$ cat src/design/mexp_pkg.sv
`timescale 1ns / 1ps
// ---------------------------------------------------------------------------
// Modular exponentiation package
// Shared widths, defaults, controller states and the command/status structs
// that join the controller to the datapath.
// ---------------------------------------------------------------------------
package mexp_pkg;

    // Fixed field widths of the channels.
    localparam int BASE_W  = 64;
    localparam int EXP_W   = 64;
    localparam int POWER_W = 32;
    localparam int CFG_W   = 32;

    // Default sizing of the exponent scan and the modulus.
    localparam int EXP_BITS_DEF = 64;
    localparam int MOD_BITS_DEF = 32;

    // Modulus after reset.
    localparam logic [CFG_W-1:0] MODULUS_RESET = 32'd1000000007;

    // Controller states.
    typedef enum logic [1:0] {
        ST_IDLE,
        ST_REDUCE,
        ST_ROUND,
        ST_FINISH
    } t_state;

    // Commands from the controller to the datapath.
    typedef struct packed {
        logic load;         // take a new input beat
        logic reduce_step;  // one bit of base reduction
        logic reduce_last;  // final bit of base reduction
        logic mul_step;     // one bit of both modular multiplications
        logic mul_first;    // first bit of a round: partial products start at zero
        logic mul_last;     // last bit of a round: commit square and accumulator
        logic out_load;     // move the accumulator into the output register
    } t_cmd;

    // Status from the datapath to the controller.
    typedef struct packed {
        logic exp_zero;      // exponent bits still to scan are all zero
        logic exp_rest_zero; // all zero above the bit being scanned
    } t_sts;

endpackage

$ cat src/design/mexp_ifs.sv
`timescale 1ns / 1ps
// ---------------------------------------------------------------------------
// Modular exponentiation channel interfaces
// Valid/ready channels for input items, results and the modulus write.
// ---------------------------------------------------------------------------

// Input channel: base and exponent.
interface mexp_in_if;
    logic                         valid;
    logic                         ready;
    logic [mexp_pkg::BASE_W-1:0]  base;
    logic [mexp_pkg::EXP_W-1:0]   exponent;

    modport source (output valid, output base, output exponent, input ready);
    modport sink   (input valid, input base, input exponent, output ready);
endinterface

// Result channel: power.
interface mexp_out_if;
    logic                          valid;
    logic                          ready;
    logic [mexp_pkg::POWER_W-1:0]  power;

    modport source (output valid, output power, input ready);
    modport sink   (input valid, input power, output ready);
endinterface

// Modulus write channel.
interface mexp_cfg_if;
    logic                        valid;
    logic                        ready;
    logic [mexp_pkg::CFG_W-1:0]  data;

    modport source (output valid, output data, input ready);
    modport sink   (input valid, input data, output ready);
endinterface

$ cat src/design/mexp_mstep.sv
`timescale 1ns / 1ps
// ---------------------------------------------------------------------------
// Modular multiply step
// One bit of an MSB-first interleaved modular multiplication:
// result = (2 * acc + (add ? addend : 0)) mod m, for acc, addend below m.
// ---------------------------------------------------------------------------
module mexp_mstep #(
    parameter int MODULUS_BITS = mexp_pkg::MOD_BITS_DEF
) (
    input  logic [MODULUS_BITS:0]   i_mod,
    input  logic [MODULUS_BITS-1:0] i_acc,
    input  logic [MODULUS_BITS-1:0] i_addend,
    input  logic                    i_add,
    output logic [MODULUS_BITS-1:0] o_acc
);

    logic [MODULUS_BITS:0] dbl;
    logic [MODULUS_BITS:0] dbl_red;
    logic [MODULUS_BITS:0] sum;
    logic [MODULUS_BITS:0] sum_red;

    // Doubling stays below 2m, so one conditional subtract reduces it.
    assign dbl     = {i_acc, 1'b0};
    assign dbl_red = (dbl >= i_mod) ? (dbl - i_mod) : dbl;

    // Adding the multiplicand stays below 2m as well.
    assign sum     = dbl_red + (i_add ? {1'b0, i_addend} : '0);
    assign sum_red = (sum >= i_mod) ? (sum - i_mod) : sum;

    assign o_acc = sum_red[MODULUS_BITS-1:0];

endmodule

$ cat src/design/mexp_dp.sv
`timescale 1ns / 1ps
// ---------------------------------------------------------------------------
// Modular exponentiation datapath
// Holds the modulus, base and exponent shift registers, the running square,
// the accumulator and two bit-serial modular multiplier lanes.
// ---------------------------------------------------------------------------
module mexp_dp #(
    parameter int EXPONENT_BITS = mexp_pkg::EXP_BITS_DEF,
    parameter int MODULUS_BITS  = mexp_pkg::MOD_BITS_DEF
) (
    input  logic                          i_clk,
    input  logic                          i_rst_n,
    input  mexp_pkg::t_cmd                i_cmd,
    output mexp_pkg::t_sts                o_sts,
    input  logic                          i_cfg_we,
    input  logic [mexp_pkg::CFG_W-1:0]    i_cfg_data,
    input  logic [mexp_pkg::BASE_W-1:0]   i_base,
    input  logic [mexp_pkg::EXP_W-1:0]    i_exponent,
    output logic [mexp_pkg::POWER_W-1:0]  o_power
);

    localparam int PowW = mexp_pkg::POWER_W;
    localparam int BaseW = mexp_pkg::BASE_W;

    logic [MODULUS_BITS-1:0]  r_mod;
    logic [BaseW-1:0]         r_base;
    logic [EXPONENT_BITS-1:0] r_exp;
    logic [MODULUS_BITS-1:0]  r_sq;
    logic [MODULUS_BITS-1:0]  r_acc;
    logic [MODULUS_BITS-1:0]  r_sq_sh;
    logic [MODULUS_BITS-1:0]  r_acc_sh;
    logic [MODULUS_BITS-1:0]  r_pa;
    logic [MODULUS_BITS-1:0]  r_ps;
    logic [PowW-1:0]          r_power;

    logic [MODULUS_BITS:0]    mod_eff;
    logic [MODULUS_BITS-1:0]  sq_lane_in;
    logic [MODULUS_BITS-1:0]  sq_lane_addend;
    logic                     sq_lane_add;
    logic [MODULUS_BITS-1:0]  sq_lane_out;
    logic [MODULUS_BITS-1:0]  acc_lane_in;
    logic [MODULUS_BITS-1:0]  acc_lane_out;
    logic [MODULUS_BITS-1:0]  n_acc;

    // A zero modulus stands for 2^MODULUS_BITS.
    assign mod_eff = (r_mod == '0) ? {1'b1, {MODULUS_BITS{1'b0}}} : {1'b0, r_mod};

    // Square lane: also reduces the base, one base bit per cycle, MSB first.
    always_comb begin
        if (i_cmd.reduce_step) begin
            sq_lane_in     = r_ps;
            sq_lane_addend = {{(MODULUS_BITS-1){1'b0}}, r_base[BaseW-1]};
            sq_lane_add    = 1'b1;
        end else begin
            sq_lane_in     = i_cmd.mul_first ? '0 : r_ps;
            sq_lane_addend = r_sq;
            sq_lane_add    = r_sq_sh[MODULUS_BITS-1];
        end
    end

    mexp_mstep #(
        .MODULUS_BITS (MODULUS_BITS)
    ) u_sq_lane (
        .i_mod    (mod_eff),
        .i_acc    (sq_lane_in),
        .i_addend (sq_lane_addend),
        .i_add    (sq_lane_add),
        .o_acc    (sq_lane_out)
    );

    // Accumulator lane: accumulator times square.
    assign acc_lane_in = i_cmd.mul_first ? '0 : r_pa;

    mexp_mstep #(
        .MODULUS_BITS (MODULUS_BITS)
    ) u_acc_lane (
        .i_mod    (mod_eff),
        .i_acc    (acc_lane_in),
        .i_addend (r_sq),
        .i_add    (r_acc_sh[MODULUS_BITS-1]),
        .o_acc    (acc_lane_out)
    );

    // The accumulator takes the product only where the exponent bit is set.
    assign n_acc = r_exp[0] ? acc_lane_out : r_acc;

    // Modulus register, written through the configuration channel.
    always_ff @(posedge i_clk) begin
        if (!i_rst_n) begin
            r_mod <= mexp_pkg::MODULUS_RESET[MODULUS_BITS-1:0];
        end else if (i_cfg_we) begin
            r_mod <= i_cfg_data[MODULUS_BITS-1:0];
        end
    end

    // Working registers.
    always_ff @(posedge i_clk) begin
        if (i_cmd.load) begin
            r_base <= i_base;
            r_exp  <= i_exponent[EXPONENT_BITS-1:0];
            r_acc  <= {{(MODULUS_BITS-1){1'b0}}, 1'b1};
            r_ps   <= '0;
        end else if (i_cmd.reduce_step) begin
            r_base <= {r_base[BaseW-2:0], 1'b0};
            r_ps   <= sq_lane_out;
            if (i_cmd.reduce_last) begin
                r_sq     <= sq_lane_out;
                r_sq_sh  <= sq_lane_out;
                r_acc_sh <= r_acc;
            end
        end else if (i_cmd.mul_step) begin
            if (i_cmd.mul_last) begin
                r_acc    <= n_acc;
                r_acc_sh <= n_acc;
                r_sq     <= sq_lane_out;
                r_sq_sh  <= sq_lane_out;
                r_exp    <= r_exp >> 1;
            end else begin
                r_pa     <= acc_lane_out;
                r_ps     <= sq_lane_out;
                r_acc_sh <= r_acc_sh << 1;
                r_sq_sh  <= r_sq_sh << 1;
            end
        end
    end

    // Output register.
    always_ff @(posedge i_clk) begin
        if (i_cmd.out_load) begin
            r_power <= PowW'(r_acc);
        end
    end

    assign o_power            = r_power;
    assign o_sts.exp_zero     = (r_exp == '0);
    assign o_sts.exp_rest_zero = ((r_exp >> 1) == '0);

endmodule

$ cat src/design/mexp_ctrl.sv
`timescale 1ns / 1ps
// ---------------------------------------------------------------------------
// Modular exponentiation controller
// Sequences base reduction, one multiplication round per exponent bit up
// to the highest set one and the hand-off to the output register; owns
// both channel handshakes.
module mexp_ctrl #(
    parameter int EXPONENT_BITS = mexp_pkg::EXP_BITS_DEF,
    parameter int MODULUS_BITS  = mexp_pkg::MOD_BITS_DEF
) (
    input  logic            i_clk,
    input  logic            i_rst_n,
    input  logic            i_in_valid,
    output logic            o_in_ready,
    output logic            o_out_valid,
    input  logic            i_out_ready,
    input  mexp_pkg::t_sts  i_sts,
    output mexp_pkg::t_cmd  o_cmd
);

    localparam int BaseW = mexp_pkg::BASE_W;
    localparam int CntW  = $clog2((BaseW > MODULUS_BITS) ? BaseW : MODULUS_BITS);
    localparam int RndW  = (EXPONENT_BITS > 1) ? $clog2(EXPONENT_BITS) : 1;

    mexp_pkg::t_state r_state, n_state;
    logic [CntW-1:0]  r_cnt, n_cnt;
    logic [RndW-1:0]  r_rnd, n_rnd;
    logic             r_out_valid, n_out_valid;

    logic in_fire;
    logic out_free;
    logic cnt_done;

    assign in_fire  = i_in_valid && (r_state == mexp_pkg::ST_IDLE);
    assign out_free = !r_out_valid || i_out_ready;
    assign cnt_done = (r_cnt == '0);

    // Next state and counters.
    always_comb begin
        n_state = r_state;
        n_cnt   = r_cnt;
        n_rnd   = r_rnd;
        case (r_state)
            mexp_pkg::ST_IDLE: begin
                if (in_fire) begin
                    n_state = mexp_pkg::ST_REDUCE;
                    n_cnt   = CntW'(BaseW - 1);
                end
            end
            mexp_pkg::ST_REDUCE: begin
                n_cnt = r_cnt - 1'b1;
                if (cnt_done) begin
                    if (i_sts.exp_zero) begin
                        n_state = mexp_pkg::ST_FINISH;
                    end else begin
                        n_state = mexp_pkg::ST_ROUND;
                        n_cnt   = CntW'(MODULUS_BITS - 1);
                        n_rnd   = RndW'(EXPONENT_BITS - 1);
                    end
                end
            end
            mexp_pkg::ST_ROUND: begin
                n_cnt = r_cnt - 1'b1;
                if (cnt_done) begin
                    if ((r_rnd == '0) || i_sts.exp_rest_zero) begin
                        n_state = mexp_pkg::ST_FINISH;
                    end else begin
                        n_cnt = CntW'(MODULUS_BITS - 1);
                        n_rnd = r_rnd - 1'b1;
                    end
                end
            end
            mexp_pkg::ST_FINISH: begin
                if (out_free) begin
                    n_state = mexp_pkg::ST_IDLE;
                end
            end
            default: begin
                n_state = mexp_pkg::ST_IDLE;
            end
        endcase
    end

    // Datapath commands and output valid.
    always_comb begin
        o_cmd       = '0;
        n_out_valid = r_out_valid && !i_out_ready;
        case (r_state)
            mexp_pkg::ST_IDLE: begin
                o_cmd.load = in_fire;
            end
            mexp_pkg::ST_REDUCE: begin
                o_cmd.reduce_step = 1'b1;
                o_cmd.reduce_last = cnt_done;
            end
            mexp_pkg::ST_ROUND: begin
                o_cmd.mul_step  = 1'b1;
                o_cmd.mul_first = (r_cnt == CntW'(MODULUS_BITS - 1));
                o_cmd.mul_last  = cnt_done;
            end
            mexp_pkg::ST_FINISH: begin
                if (out_free) begin
                    o_cmd.out_load = 1'b1;
                    n_out_valid    = 1'b1;
                end
            end
            default: begin
                o_cmd = '0;
            end
        endcase
    end

    // State registers.
    always_ff @(posedge i_clk) begin
        if (!i_rst_n) begin
            r_state     <= mexp_pkg::ST_IDLE;
            r_cnt       <= '0;
            r_rnd       <= '0;
            r_out_valid <= 1'b0;
        end else begin
            r_state     <= n_state;
            r_cnt       <= n_cnt;
            r_rnd       <= n_rnd;
            r_out_valid <= n_out_valid;
        end
    end

    assign o_in_ready  = (r_state == mexp_pkg::ST_IDLE);
    assign o_out_valid = r_out_valid;

endmodule

$ cat src/design/modular_exponentiation.sv
`timescale 1ns / 1ps
// ---------------------------------------------------------------------------
// Modular exponentiation
// Computes base^exponent mod modulus by right-to-left square-and-multiply,
// with a controller and a datapath of two bit-serial modular multipliers.
// ---------------------------------------------------------------------------
//  Port    Direction  Beat contents
//  i_in    sink       base (64 bits), exponent (64 bits)
//  o_out   source     power (32 bits)
//  i_cfg   sink       modulus write data (32 bits), always ready
//
//  An item first reduces the base one bit at a time, MSB first; then each
//  exponent bit up to the highest set bit among the low EXPONENT_BITS bits
//  takes one MSB-first pass of the two multiplier lanes, which run together
//  (no pass for a zero exponent).
//  Reset restores the modulus to 1000000007 and leaves the block idle.
//  One item is in work at a time; a result waiting in the output register
//  does not block the next item until that item's own result is ready.
// ---------------------------------------------------------------------------
module modular_exponentiation #(
    parameter int EXPONENT_BITS = mexp_pkg::EXP_BITS_DEF,
    parameter int MODULUS_BITS  = mexp_pkg::MOD_BITS_DEF
) (
    input  logic        i_clk,
    input  logic        i_rst_n,
    mexp_in_if.sink     i_in,
    mexp_out_if.source  o_out,
    mexp_cfg_if.sink    i_cfg
);

    mexp_pkg::t_cmd cmd;
    mexp_pkg::t_sts sts;
    logic           cfg_we;

    // The modulus register takes a write in any cycle.
    assign i_cfg.ready = 1'b1;
    assign cfg_we      = i_cfg.valid;

    // Sequencer.
    mexp_ctrl #(
        .EXPONENT_BITS (EXPONENT_BITS),
        .MODULUS_BITS  (MODULUS_BITS)
    ) u_ctrl (
        .i_clk       (i_clk),
        .i_rst_n     (i_rst_n),
        .i_in_valid  (i_in.valid),
        .o_in_ready  (i_in.ready),
        .o_out_valid (o_out.valid),
        .i_out_ready (o_out.ready),
        .i_sts       (sts),
        .o_cmd       (cmd)
    );

    // Arithmetic and storage.
    mexp_dp #(
        .EXPONENT_BITS (EXPONENT_BITS),
        .MODULUS_BITS  (MODULUS_BITS)
    ) u_dp (
        .i_clk      (i_clk),
        .i_rst_n    (i_rst_n),
        .i_cmd      (cmd),
        .o_sts      (sts),
        .i_cfg_we   (cfg_we),
        .i_cfg_data (i_cfg.data),
        .i_base     (i_in.base),
        .i_exponent (i_in.exponent),
        .o_power    (o_out.power)
    );

endmodule

$ cat src/flat_wrapper.sv
// flat-port wrapper written by rule: the top's interface ports become plain ports
module modular_exponentiation_flat 
#(
    parameter int EXPONENT_BITS = mexp_pkg::EXP_BITS_DEF,
    parameter int MODULUS_BITS  = mexp_pkg::MOD_BITS_DEF
)
  (i_clk, i_rst_n, i_in_valid, i_in_base, i_in_exponent, i_in_ready, o_out_valid, o_out_power, o_out_ready, i_cfg_valid, i_cfg_data, i_cfg_ready);
  mexp_in_if i_in_i ();
  mexp_out_if o_out_i ();
  mexp_cfg_if i_cfg_i ();
  input  logic i_clk;
  input  logic i_rst_n;
  input wire logic [$bits(i_in_i.valid)-1:0] i_in_valid;
  input wire logic [$bits(i_in_i.base)-1:0] i_in_base;
  input wire logic [$bits(i_in_i.exponent)-1:0] i_in_exponent;
  output wire logic [$bits(i_in_i.ready)-1:0] i_in_ready;
  output wire logic [$bits(o_out_i.valid)-1:0] o_out_valid;
  output wire logic [$bits(o_out_i.power)-1:0] o_out_power;
  input wire logic [$bits(o_out_i.ready)-1:0] o_out_ready;
  input wire logic [$bits(i_cfg_i.valid)-1:0] i_cfg_valid;
  input wire logic [$bits(i_cfg_i.data)-1:0] i_cfg_data;
  output wire logic [$bits(i_cfg_i.ready)-1:0] i_cfg_ready;
  assign i_in_i.valid = i_in_valid;
  assign i_in_i.base = i_in_base;
  assign i_in_i.exponent = i_in_exponent;
  assign i_in_ready = i_in_i.ready;
  assign o_out_valid = o_out_i.valid;
  assign o_out_power = o_out_i.power;
  assign o_out_i.ready = o_out_ready;
  assign i_cfg_i.valid = i_cfg_valid;
  assign i_cfg_i.data = i_cfg_data;
  assign i_cfg_ready = i_cfg_i.ready;
  modular_exponentiation #(.EXPONENT_BITS(EXPONENT_BITS), .MODULUS_BITS(MODULUS_BITS)) u_core (.i_clk(i_clk), .i_rst_n(i_rst_n), .i_in(i_in_i), .o_out(o_out_i), .i_cfg(i_cfg_i));
endmodule
$ cat config.mk
export PLATFORM = sky130hd
export DESIGN_NAME = modular_exponentiation_flat
export DESIGN_NICKNAME = d
export VERILOG_FILES = /design/src/design/mexp_pkg.sv /design/src/design/mexp_ifs.sv /design/src/design/mexp_mstep.sv /design/src/design/mexp_dp.sv /design/src/design/mexp_ctrl.sv /design/src/design/modular_exponentiation.sv /design/src/flat_wrapper.sv
export SDC_FILE = /design/constraint.sdc
export NUM_CORES = 1
export LEC_CHECK = 0
export BUFFER_PORTS_ARGS = -buffer_cell sky130_fd_sc_hd__buf_4
export CELL_PAD_IN_SITES_DETAIL_PLACEMENT = 1
export CELL_PAD_IN_SITES_GLOBAL_PLACEMENT = 1
export CORE_MARGIN = 4
export CORE_UTILIZATION = 32
export CTS_BUF_LIST = sky130_fd_sc_hd__clkbuf_8
export DETAILED_ROUTE_END_ITERATION = 6
export PLACE_DENSITY = 0.57
export SETUP_SLACK_MARGIN = 0.15
export SLEW_MARGIN = 20
export SYNTH_ARGS = -nofsm -noshare
export SYNTH_HDL_FRONTEND = slang
export SYNTH_HIERARCHICAL = 1
export SYNTH_SLANG_ARGS = --single-unit
$ cat constraint.sdc
create_clock -name i_clk -period 13.25 [get_ports i_clk]
set_clock_uncertainty 0.2 [all_clocks]
set_input_delay 1.325 -clock i_clk [delete_from_list [all_inputs] [get_ports i_clk]]
set_output_delay 1.325 -clock i_clk [all_outputs]
set_load 0.01 [all_outputs]
Word level (Yosys, flattened, before mapping) --
Index checks and enable logic that the tools add are counted.
Storage, ports and cells: bits in registers 399, input bits 165, logic and storage cells 129
Operators by class: add/sub/neg operators 8, order comparisons 4, equality and inequality tests 14, muxes and demuxes 58, bitwise logic cells 3, reduce and logical (&&, ||, !) cells 28
Operators by type and width (count):
- 32-bit two-way mux | 23
- 64-bit two-way mux | 6
- 33-bit >= comparator | 4
- 64-bit zero test | 2
- 33-bit two-way mux | 3
- 33-bit by 32-bit adder with 33-bit output | 2
- 33-bit subtractor | 2
- 32-bit subtractor | 2
- 6-bit two-way mux | 9
- 32-bit zero test | 1
- 6-bit one-hot mux with 3 select lines | 1
- 2-bit != test (second input constant) | 7
- 6-bit zero test | 2
- 2-bit two-way mux | 6
- 6-bit one-hot mux with 2 select lines | 1
- 2-bit nonzero test | 6
- 6-bit by 1-bit subtractor with 6-bit output (second input constant) | 2
- 5-bit AND reduction | 2
- 3-bit AND reduction | 3
- 2-bit one-hot mux with 4 select lines | 1
- 4-bit AND reduction | 2
- 1-bit two-way mux | 7
- 6-bit by 5-bit == test with 1-bit output (second input constant) | 1
- 2-bit by 1-bit != test with 1-bit output (second input constant) | 3
- other kinds (10) | 17

Longest topological paths before layout --
depth in word-level cells 12, mapped depth 43, mapped depth without buffers 38

Hierarchy --
The synthesis kept the hierarchy.
By module, submodules not included:
- mexp_dp | instances 1, cells each 1078, area an instance 15379.8 um^2
- mexp_mstep (u_core.u_dp.u_sq_lane) | instances 1, cells each 914, area an instance 6342.3 um^2
- mexp_mstep (u_core.u_dp.u_acc_lane) | instances 1, cells each 913, area an instance 6273.5 um^2
- mexp_ctrl | instances 1, cells each 135, area an instance 1086.0 um^2
- modular_exponentiation | instances 1, cells each 2, area an instance 11.3 um^2

Worst setup path after synthesis --
OpenSTA, ideal clock, no wires.
path kind reg-to-reg, start register u_core.u_ctrl.r_state[0], end register u_core.u_dp.r_acc_sh[30], data pin, setup time 267 ps, data arrival time 8775 ps, data required time 12783 ps, path slack 4008 ps, stages on the path, launching flop included 41, buffers on the path 5, period minus slack after synthesis 9242 ps, path through dfxtp_1 inv_1 ha_1 clkbuf_1 nand4_1 nor3b_1 clkbuf_1 nor2b_1 ha_1 clkbuf_1 a21o_1 a21o_1 a21oi_1 o221ai_1 a311oi_1 a21oi_1 nor2_1 buf_2 [5 not listed] a211oi_2 o41ai_4 o21ai_1 a41oi_1 xnor2_1 ha_1 a21o_1 a21o_1 a21o_1 a21o_1 a21o_1 or3b_1 o21ai_4 buf_6 mux2_2 and3_1 a21oi_1 o21ai_0
RTL lines:
- start: declaration | line mexp_ctrl.sv:25 | mexp_pkg::t_state r_state, n_state;
- start signal: assignment | line mexp_ctrl.sv:116 | r_state <= mexp_pkg::ST_IDLE;
- start signal: assignment | line mexp_ctrl.sv:121 | r_state <= n_state;
- end signal: assignment | line mexp_dp.sv:109 | r_acc_sh <= r_acc;
- end signal: assignment | line mexp_dp.sv:114 | r_acc_sh <= n_acc;
- end signal: assignment | line mexp_dp.sv:121 | r_acc_sh <= r_acc_sh << 1;
- end: declaration | line mexp_dp.sv:31 | logic [MODULUS_BITS-1:0] r_acc_sh;

==> flow_metrics.tcl <==
set metrics [dict create \
    status "finished, final reports clean" \
    synth.distinct_cells 104 \
    htree_levels 3 \
    grt_pass1_vias 25570 \
    fin_crit_sh 0.8821 \
    synth_edf_count 288 \
    finalCriticalPeriod_ps 11690 \
    synthAdderAreaFrac 0.09186 \
    post_cts_buffers 0 \
    crit_end "u_core/u_dp/r_acc_sh[15]" \
    clk_latency_ps 750 \
    r2r-start "u_core/u_ctrl/r_state[1]" \
    synth_top_family_by_area "compound AO/OA/AOI/OAI gates" \
    critPathLaunch "u_core/u_ctrl/r_state[1]" \
    clk_pin_slew_ps 50 \
    hold_viol 0 \
    cpPeakStageDelay_ps 690 \
    cts_tree "done" \
    grt_max_degree 136 \
    max-cap-violations 0 \
    syn_area_um2 29090 \
    synthXorXnorAreaFrac 0.04877 \
    fp.coreArea_um2 90150 \
    numCtsBuffers 77 \
    synth_nets 3417 \
    worstReg2RegEnd "u_core/u_dp/r_acc_sh[15]" \
    drt-total-wl_um 99620 \
    cts_sinks 399 \
    num_rows 110 \
    hp-class "register to register" \
    yosysWarningCount 6 \
    vias_per_cell 5.387 \
    synth_seq_area_share 0.3736 \
    ctsLongestPathBuffers 3 \
    synth_compound_area_frac 0.1885 \
    antenna_found_initial 4 \
    ios 200 \
    setup_viol 0 \
    r2r_cells 35 \
    drt_iter0_drc 1174 \
    routedWlPerCell_um 22.55 \
    slew_headroom 0.2699 \
    grt_setup_unrepaired "false" \
    grt_usage 0.2058 \
    synthMuxAreaShare 0.09591 \
    cp-end-kind "register" \
    cts_hold_buf 0 \
    synth_ff_type "edfxtp_1" \
    cts_resized 0 \
    yosys.area_share.simple 0.1572 \
    drv_slew 0 \
    start_kind "register" \
    async_flop_share 0 \
    synth_seq_cells 399 \
    first_pass_iters 5 \
    grt_pass1_wl_um 152900 \
    tns_ps 0 \
    hpwl_um 77160 \
    worstMarginPinSlew_ps 1095 \
    fp.dieW_um 309.5 \
    routabilityCongestion 0.9023 \
    avgSynthCellArea_um2 9.564 \
    cp_max_fo 40 \
    die-area_um2 95800 \
    crit_type "register to register" \
    fmax_ghz 0.08556 \
    port_buffers 198 \
    crit_slowest_cell "nor2_4" \
    cp_data_required_time_ps 13450 \
    area_growth_pct 14.03 \
    final_layout_size_suffix_gt1_frac 0.1872 \
    drc_errors 0 \
    num_vias 23800 \
    die_h_um 309.5 \
    antenna_left 0 \
    utilization 0.3680 \
    netlist_instances 3042 \
    grt_overflow 0 \
    crit_arrival_ps 11890 \
    initial_core_util 0.3227 \
    fill_cells 10210 \
    crit_top_cell "a21o_1" \
    nets 3549 \
    regToRegSetupSlack_ps 1560 \
    root_buffer "clkbuf_8" \
]
## layout make-up
cell class | count | area, µm² | area share
multi-input cells | 2335 | 17030 | 0.5132
flip-flops and latches | 399 | 10870 | 0.3277
repair buffers | 224 | 1707 | 0.05144
well taps | 1176 | 1471 | 0.04435
clock buffers | 83 | 1142 | 0.03443
inverters | 137 | 514.2 | 0.01550
clock inverters | 59 | 434.2 | 0.01309
diodes | 4 | 10.01 | 0.0003017
## critical path, delay by kind of cell (launching register included)
kind | cells | cell delay [ps]
simple gates | 6 | 1790
xor+xnor | 1 | 230
fa+ha+maj | 4 | 1750
flops | 1 | 420
compound gates | 20 | 5120
mux | 2 | 880
buf+inv | 2 | 890
## through the flow
| stage | hold slack [ps] | instance area [µm²] | setup slack, ps | cells |
|---|---|---|---|---|
| after floorplan | 227.3 | 29090 | 4008 | 3042 |
| after global placement | 239.9 | 31580 | 1642 | 4271 |
| after detailed placement | 242.4 | 31580 | 1237 | 4271 |
| after CTS | 248.1 | 33160 | 1221 | 4413 |
| after global routing | 269.9 | 33170 | 574.2 | 4414 |
| final | 248.1 | 33170 | 1562 | 4417 |
## state kept, by name, summed over array words and instances, names as in the netlist
name / cells
u_core/u_dp/r_sq: 32
u_core/u_dp/o_power: 32
u_core/u_dp/r_base: 64
u_core/u_dp/r_acc: 32
u_core/u_dp/r_sq_sh: 32
u_core/u_dp/r_ps: 32
u_core/u_dp/r_mod: 32
u_core/u_ctrl/r_state: 2
u_core/u_ctrl/r_rnd: 6
u_core/u_ctrl/o_out_valid: 1
u_core/u_dp/r_pa: 32
u_core/u_dp/r_exp: 64
u_core/u_dp/r_acc_sh: 32
u_core/u_ctrl/r_cnt: 6
## Yosys cell counts (15+ instances only)
library cell	n	area share
a211oi_1	29	0.0075
a21o_1	111	0.029
a21oi_1	186	0.032
a22o_1	33	0.0099
a22oi_1	31	0.0080
a31oi_1	25	0.0054
and2_1	108	0.023
and3_1	22	0.0047
buf_2	28	0.0048
clkbuf_1	127	0.016
dfxtp_1	111	0.076
edfxtp_1	288	0.30
ha_1	204	0.088
inv_1	136	0.018
mux2_2	187	0.072
mux2_4	15	0.0077
mux2i_1	38	0.013
nand2_1	287	0.037
nand2b_1	23	0.0049
nand3_1	35	0.0060
nand4_1	44	0.0095
nor2_1	142	0.018
nor2b_1	99	0.021
nor3_1	40	0.0069
nor4_1	31	0.0067
o21a_1	31	0.0080
o21ai_0	177	0.030
o21bai_1	22	0.0057
o31ai_1	20	0.0052
or3_1	20	0.0043
xnor2_1	103	0.031
xor2_1	59	0.018
## layer usage
layer | global-route usage | share of wire
met5 | 0 | 0
met2 | 0.3540 | 0.48
met1 | 0.2619 | 0.45
met4 | 0.05695 | 0.026
met3 | 0.04348 | 0.048
## cells by family (layout without fill, tap and decap cells)
logic type                 after synthesis  in the layout
AOI/OAI and AO/OA                      813            813
xor gates and xnor gates               162            162
adders and majority gates              210            210
buffers and inverters                  308            503
DFF                                    399            399
muxes                                  247            247
other                                    1              5
and+or+nand+nor                        902            902
## worst min path at each step
stage | cells after the start | to | from
after floorplan | 2 | u_core/u_dp/r_ps[24] | u_core/u_dp/r_ps[24]
after global placement | 2 | u_core/u_dp/r_ps[17] | u_core/u_dp/r_ps[17]
after detailed placement | 2 | u_core/u_dp/r_ps[17] | u_core/u_dp/r_ps[17]
after CTS | 2 | u_core/u_dp/r_ps[17] | u_core/u_dp/r_ps[17]
after global routing | 2 | u_core/u_dp/r_ps[17] | u_core/u_dp/r_ps[17]
final | 2 | u_core/u_dp/r_ps[17] | u_core/u_dp/r_ps[17]
## cells in the final DEF (no fill, tap or decap), drive strengths merged, types with 32 or more instances in the layout
| master | netlist | final |
|---|---|---|
| xnor2 | 103 | 103 |
| a22o | 33 | 33 |
| mux2i | 38 | 38 |
| and2 | 108 | 108 |
| a21oi | 188 | 188 |
| ha | 204 | 204 |
| nor2 | 143 | 143 |
| buf | 43 | 224 |
| mux2 | 209 | 209 |
| nand2 | 292 | 292 |
| nor2b | 99 | 99 |
| nor3 | 42 | 42 |
| dfxtp | 111 | 111 |
| edfxtp | 288 | 288 |
| nor4 | 32 | 32 |
| inv | 137 | 170 |
| nand4 | 44 | 44 |
| a211oi | 34 | 34 |
| xor2 | 59 | 59 |
| clkbuf | 128 | 83 |
| nand3 | 35 | 35 |
| o21ai | 203 | 203 |
| a21o | 111 | 111 |
Power is not shown: default switching activity piles up to over one toggle a cycle in this logic, so the estimate is an artifact.
